**config.mk**
```make
export PLATFORM = sky130hd
export DESIGN_NAME = velocity_frame_crc_encoder_top
export DESIGN_NICKNAME = d
export VERILOG_FILES = /design/src/rtl/core/vfce_pkg.sv /design/src/rtl/core/vfce_in_stage.sv /design/src/rtl/core/vfce_serializer.sv /design/src/rtl/core/velocity_frame_crc_encoder_top.sv
export SDC_FILE = /design/constraint.sdc
export NUM_CORES = 1
export LEC_CHECK = 0
export BUFFER_PORTS_ARGS = -buffer_cell sky130_fd_sc_hd__buf_4
export CAP_MARGIN = 20
export CORE_ASPECT_RATIO = 0.75
export CORE_MARGIN = 5
export CORE_UTILIZATION = 35
export DETAILED_ROUTE_END_ITERATION = 8
export GPL_ROUTABILITY_DRIVEN = 1
export MAX_ROUTING_LAYER = met4
export SLEW_MARGIN = 15
export SYNTH_ARGS = -nofsm -noshare
export SYNTH_HDL_FRONTEND = slang
export SYNTH_SLANG_ARGS = --single-unit
```
**constraint.sdc**
```tcl
create_clock -name clk -period 5.2 [get_ports clk]
set_input_delay 1.56 -clock clk [delete_from_list [all_inputs] [get_ports clk]]
set_output_delay 1.56 -clock clk [all_outputs]
set_load 0.005 [all_outputs]
```
**src/rtl/core/vfce_pkg.sv**
```systemverilog
// vfce_pkg: shared types, frame constants and the crc-16/modbus byte update
// used by the velocity frame encoder; no dependencies
`timescale 1ns / 1ps
`default_nettype none

package vfce_pkg;

  localparam int unsigned FrameLen = 8;
  localparam int unsigned IdxW     = $clog2(FrameLen);

  localparam logic [7:0]  Hdr0     = 8'hA5;
  localparam logic [7:0]  Hdr1     = 8'h5A;
  localparam logic [15:0] CrcInit  = 16'hFFFF;
  localparam logic [15:0] CrcPoly  = 16'hA001;

  typedef enum logic [IdxW-1:0] {
    IDX_HDR0   = 3'd0,
    IDX_HDR1   = 3'd1,
    IDX_LV_LO  = 3'd2,
    IDX_LV_HI  = 3'd3,
    IDX_AR_LO  = 3'd4,
    IDX_AR_HI  = 3'd5,
    IDX_CRC_LO = 3'd6,
    IDX_CRC_HI = 3'd7
  } byte_idx_t;

  typedef struct packed {
    logic [15:0] linear_velocity;
    logic [15:0] angular_rate;
  } cmd_t;

  // one byte through the reflected crc, lsb first
  function automatic logic [15:0] crc_byte(input logic [15:0] crc_in,
                                           input logic [7:0]  data);
    logic [15:0] c;
    c = crc_in ^ {8'h00, data};
    for (int k = 0; k < 8; k++) begin
      if (c[0]) begin
        c = (c >> 1) ^ CrcPoly;
      end else begin
        c = c >> 1;
      end
    end
    return c;
  endfunction

endpackage

`default_nettype wire

```
**src/rtl/core/vfce_in_stage.sv**
```systemverilog
// vfce_in_stage: input holding register for one command word
// depends on vfce_pkg
`timescale 1ns / 1ps
`default_nettype none

module vfce_in_stage (
  input  wire logic          clk,
  input  wire logic          rst_n,
  input  wire logic          in_valid,
  output logic               in_ready,
  input  wire vfce_pkg::cmd_t in_cmd,
  output logic               hold_valid,
  output vfce_pkg::cmd_t     hold_cmd,
  input  wire logic          hold_take
);

  logic           valid_r, valid_nxt;
  vfce_pkg::cmd_t cmd_r;
  logic           load;

  assign in_ready = rst_n && (!valid_r || hold_take);
  assign load     = in_valid && in_ready;

  always_comb begin
    valid_nxt = valid_r;
    if (load) begin
      valid_nxt = 1'b1;
    end else if (hold_take) begin
      valid_nxt = 1'b0;
    end
  end

  always_ff @(posedge clk) begin
    if (!rst_n) begin
      valid_r <= 1'b0;
    end else begin
      valid_r <= valid_nxt;
    end
  end

  always_ff @(posedge clk) begin
    if (load) begin
      cmd_r <= in_cmd;
    end
  end

  assign hold_valid = valid_r;
  assign hold_cmd   = cmd_r;

endmodule

`default_nettype wire

```
**src/rtl/core/vfce_serializer.sv**
```systemverilog
// vfce_serializer: walks one command through the eight frame bytes, running
// the crc a byte at a time, into the output register; depends on vfce_pkg
`timescale 1ns / 1ps
`default_nettype none

module vfce_serializer (
  input  wire logic           clk,
  input  wire logic           rst_n,
  input  wire logic           hold_valid,
  input  wire vfce_pkg::cmd_t hold_cmd,
  output logic                hold_take,
  output logic                out_valid,
  input  wire logic           out_ready,
  output logic [7:0]          out_frame_byte,
  output logic                out_last_byte
);

  logic                busy_r, busy_nxt;
  vfce_pkg::byte_idx_t idx_r, idx_nxt;
  vfce_pkg::cmd_t      cmd_r;
  logic [15:0]         crc_r, crc_nxt;
  logic                ov_r, ov_nxt;
  logic [7:0]          byte_r;
  logic                last_r;
  logic [7:0]          sel_byte;
  logic                emit;
  logic                at_end;

  always_comb begin
    unique case (idx_r)
      vfce_pkg::IDX_HDR0:   sel_byte = vfce_pkg::Hdr0;
      vfce_pkg::IDX_HDR1:   sel_byte = vfce_pkg::Hdr1;
      vfce_pkg::IDX_LV_LO:  sel_byte = cmd_r.linear_velocity[7:0];
      vfce_pkg::IDX_LV_HI:  sel_byte = cmd_r.linear_velocity[15:8];
      vfce_pkg::IDX_AR_LO:  sel_byte = cmd_r.angular_rate[7:0];
      vfce_pkg::IDX_AR_HI:  sel_byte = cmd_r.angular_rate[15:8];
      vfce_pkg::IDX_CRC_LO: sel_byte = crc_r[7:0];
      vfce_pkg::IDX_CRC_HI: sel_byte = crc_r[15:8];
      default:              sel_byte = 8'h00;
    endcase
  end

  assign emit      = busy_r && (!ov_r || out_ready);
  assign at_end    = (idx_r == vfce_pkg::IDX_CRC_HI);
  assign hold_take = hold_valid && (!busy_r || (emit && at_end));

  always_comb begin
    busy_nxt = busy_r;
    idx_nxt  = idx_r;
    crc_nxt  = crc_r;
    ov_nxt   = ov_r;
    if (out_ready) begin
      ov_nxt = 1'b0;
    end
    if (emit) begin
      ov_nxt  = 1'b1;
      idx_nxt = vfce_pkg::byte_idx_t'(idx_r + 3'd1);
      // crc covers the header and payload only, then holds for the two crc words
      if (idx_r != vfce_pkg::IDX_CRC_LO && !at_end) begin
        crc_nxt = vfce_pkg::crc_byte(crc_r, sel_byte);
      end
      if (at_end) begin
        busy_nxt = 1'b0;
      end
    end
    if (hold_take) begin
      busy_nxt = 1'b1;
      idx_nxt  = vfce_pkg::IDX_HDR0;
      crc_nxt  = vfce_pkg::CrcInit;
    end
  end

  always_ff @(posedge clk) begin
    if (!rst_n) begin
      busy_r <= 1'b0;
      idx_r  <= vfce_pkg::IDX_HDR0;
      ov_r   <= 1'b0;
    end else begin
      busy_r <= busy_nxt;
      idx_r  <= idx_nxt;
      ov_r   <= ov_nxt;
    end
  end

  always_ff @(posedge clk) begin
    crc_r <= crc_nxt;
    if (hold_take) begin
      cmd_r <= hold_cmd;
    end
    if (emit) begin
      byte_r <= sel_byte;
      last_r <= at_end;
    end
  end

  assign out_valid      = ov_r;
  assign out_frame_byte = byte_r;
  assign out_last_byte  = last_r;

endmodule

`default_nettype wire

```
**src/rtl/core/velocity_frame_crc_encoder_top.sv**
```systemverilog
// velocity_frame_crc_encoder_top: motion command in, 8-byte crc-16/modbus
// frame out one word at a time; depends on vfce_pkg, vfce_in_stage, vfce_serializer
// commands pass the input register, then the serialiser's registered output word
// one output word per cycle from the serialiser unless out_ready stalls the output
// a new command is held in the input register while the previous frame drains
// reset: synchronous active-low rst_n clears all valid flags and the byte index
`timescale 1ns / 1ps
`default_nettype none

module velocity_frame_crc_encoder_top (
  input  wire logic        clk,
  input  wire logic        rst_n,
  input  wire logic        in_valid,
  output logic             in_ready,
  input  wire logic [15:0] in_linear_velocity,
  input  wire logic [15:0] in_angular_rate,
  output logic             out_valid,
  input  wire logic        out_ready,
  output logic [7:0]       out_frame_byte,
  output logic             out_last_byte
);

  vfce_pkg::cmd_t in_cmd;
  vfce_pkg::cmd_t hold_cmd;
  logic           hold_valid;
  logic           hold_take;

  assign in_cmd.linear_velocity = in_linear_velocity;
  assign in_cmd.angular_rate    = in_angular_rate;

  vfce_in_stage u_in_stage (
    .clk        (clk),
    .rst_n      (rst_n),
    .in_valid   (in_valid),
    .in_ready   (in_ready),
    .in_cmd     (in_cmd),
    .hold_valid (hold_valid),
    .hold_cmd   (hold_cmd),
    .hold_take  (hold_take)
  );

  vfce_serializer u_serializer (
    .clk            (clk),
    .rst_n          (rst_n),
    .hold_valid     (hold_valid),
    .hold_cmd       (hold_cmd),
    .hold_take      (hold_take),
    .out_valid      (out_valid),
    .out_ready      (out_ready),
    .out_frame_byte (out_frame_byte),
    .out_last_byte  (out_last_byte)
  );

endmodule

`default_nettype wire

```
==> results.yml <==
setup_path:
  r2r_cells: 9
  timing.rr.start: "u_serializer.idx_r[2]"
  critPathRequiredTime_ns: 3.64
  criticalPathCategory: "input pin to output pin"
  start_kind: "input pin"
  worstSetupEndpointType: "output pin"
  r2r-end: "u_serializer.crc_r[15]"
  r2r_setup_slack_ns: 1.73
  cp_max_fo: 4
  arrival_ns: 2.37
final_layout:
  layout.nets: 354
  fillers: 946
  final_area_um2: 4570
  layout-drive-gt1-share: 0.240
  layout-area-overhead-vs-synth_pct: 20.6
  insertedDiodeCount: 0
pwr:
  p_sw_frac: 0.244
  switching_power_uw: 480
  power.ir.vdd_worst_v: 0.000187
  p_clk_frac: 0.352
  power.internal_uw: 1490
  power_frac_comb: 0.168
  p_leak_uw: 0.00170
  p_seq_frac: 0.480
  p_per_area_nw_per_um2: 431
clock_network:
  cts_max_level: 3
  cts_made_buffers: 9
  cts_sinks: 95
  post_cts_buffers: 0
  cts.repair.resized: 0
  cts_tree: "yes"
  hold_buffers: 0
  cts.clk_slew.worst_paths_ns: 0.06
  cts-root-buf: "clkbuf_16"
  clk_latency_ns: 0.34
  cts.path.max_buffers: 2
die:
  row_count: 32
  io_pins: 47
  chipWidth_um: 130
  fp.dieH_um: 100
  dieArea_um2: 13000
  start_util: 0.364
  coreArea_um2: 10400
detailed_routing:
  ant_nets: 0
  route.detailed.drc: 0
  finalWirelength_um: 6910
  wl_per_cell_um: 15.2
  via_per_inst: 4.77
  dr_total_vias: 2161
  drt_iter0_drc: 182
  drt_pass1_iterations: 4
global_route:
  met1_usage: 0.160
  grt_max_degree: 33
  grt-busiest-layer: "met1"
  grt_pass1_wl_um: 10900
  gr-total-overflow: 0
  use_met2: 0.156
  antenna_found_initial: 0
  grt_pass1_vias: 2111
  met3_usage: 0.0404
  grt_usage: 0.116
hold_path:
  hold_end: "u_serializer.cmd_r[27]"
  holdPathStages: 0
  hold_path_startpoint: "u_in_stage.hold_cmd[27]"
  hold_class: "register to register"
timing:
  finalCritPeriodShare: 0.757
  rsz0062_at_grt: "no"
  finalHoldViolations: 0
  drv_slew: 0
  setup_violations: 0
  tightest_slew_ns: 0.797
  fin_tns_setup_ns: 0
  period_needed_ns: 3.93
  clock_skew_ns: 0.00718
  fmax_mhz: 254
  relSlewSlack: 0.468
synthesis:
  synth.top_cell.area_share: 0.579
  ys_ff_latch: 95
  ys_seq_area_frac: 0.696
  synth_top_area_cell: "edfxtp_1"
  synth-edff-count: 73
  yosys-top-cells-area: "edfxtp_1 (58%), dfxtp_1 (12%), nand2_1 (3.1%)"
  synthArstFlopShare: 0
  synth_nets: 306
  yosys_warnings: 0
  ys.flop_type: "edfxtp_1"
  synth_common_cells: "edfxtp_1 (73), nand2_1 (31), dfxtp_1 (22)"
  synth_cell_type_count: 43
  synth_most_common_cell: "edfxtp_1"
  syn_avg_cell_area_um2: 14.3
  netlist_instances: 264
  syn-cell-area_um2: 3780
placement:
  io_buffer_count: 46
  gp_congestion: 0.795
  place_area_um2: 4240
  dpl.hpwl_um: 4770
job:
  max_cap_viol_count: 0
status:
  status: "finished clean"
## registers in the layout (all words and copies together), names as in the netlist
| register | cells |
|---|---|
| u_in_stage.hold_cmd | 32 |
| u_serializer.cmd_r | 32 |
| u_serializer.crc_r | 16 |
| u_serializer.out_frame_byte | 8 |
| u_serializer.idx_r | 3 |
| u_in_stage.hold_valid | 1 |
| u_serializer.busy_r | 1 |
| u_serializer.out_last_byte | 1 |
| u_serializer.out_valid | 1 |
## how the worst max path moves through the flow
stage,from,endpoint,cells after the start
floorplan,out_ready,in_ready,3
global placement,out_ready,in_ready,5
detailed placement,out_ready,in_ready,5
CTS,u_serializer.idx_r[2],in_ready,4
global route,u_serializer.idx_r[2],in_ready,4
finish,out_ready,in_ready,5
## routing by layer
metal	vias to the layer above	routed length, µm
met1	1007	3410
li1	1077	-
met4	0	85
met5	-	0
met2	67	2920
met3	10	484
## final cells by class
type                       count  area (µm²)  area share
sequential                    95        2630       0.577
multi-input combinational    149        1040       0.229
timing repair buffer          49         368      0.0806
clock buffer                   9         225      0.0493
tap                          136         170      0.0373
clock inverter                 7        96.3      0.0211
inverter                       8        30.0     0.00658
## critical path, stage by stage
cell      delay, ns
buf_4          0.10
nand2b_1       0.16
a21oi_1        0.24
a21boi_0       0.15
buf_4          0.16
## layout by cell type (no fill, tap or decap), types with 7 or more instances in the layout
| master | netlist | final |
|---|---|---|
| edfxtp_1 | 73 | 73 |
| buf_4 | 0 | 49 |
| nand2_1 | 31 | 31 |
| dfxtp_1 | 22 | 22 |
| a21oi_1 | 15 | 15 |
| xnor2_1 | 12 | 12 |
| o211ai_1 | 10 | 10 |
| clkbuf_16 | 0 | 9 |
| a22oi_1 | 8 | 8 |
| nor2_1 | 8 | 8 |
| inv_1 | 7 | 7 |
## power by group through the flow
stage	registers, µW	clock network, µW	logic [µW]
3_3_place_gp	956	0	330
6_report	943	693	331
5_1_grt	950	741	365
3_5_place_dp	958	0	332
2_1_floorplan	945	0	261
4_1_cts	942	712	334
## cells by family after synthesis
group / count (synthesis) / synth area share
buf+inv: 20 / 0.0288
mux: 2 / 0.00892
compound gates: 65 / 0.123
fa+ha+maj: 6 / 0.0198
simple gates: 57 / 0.0701
xor+xnor: 19 / 0.0536
flops: 95 / 0.696
## stage by stage
| step | hold slack (ns) | utilization | instances | setup slack [ns] | total power, µW |
|---|---|---|---|---|---|
| 3_5_place_dp | 0.405 | 0.408 | 437 | 1.27 | 1290 |
| 5_1_grt | 0.422 | 0.439 | 453 | 1.09 | 2060 |
| 4_1_cts | 0.419 | 0.439 | 453 | 1.26 | 1990 |
| 3_3_place_gp | 0.402 | 0.408 | 437 | 1.29 | 1290 |
| 2_1_floorplan | 0.400 | - | 264 | 1.57 | 1210 |
| 6_report | 0.418 | 0.439 | 453 | 1.27 | 1970 |
Note: power is estimated with default switching activity, not from simulation.
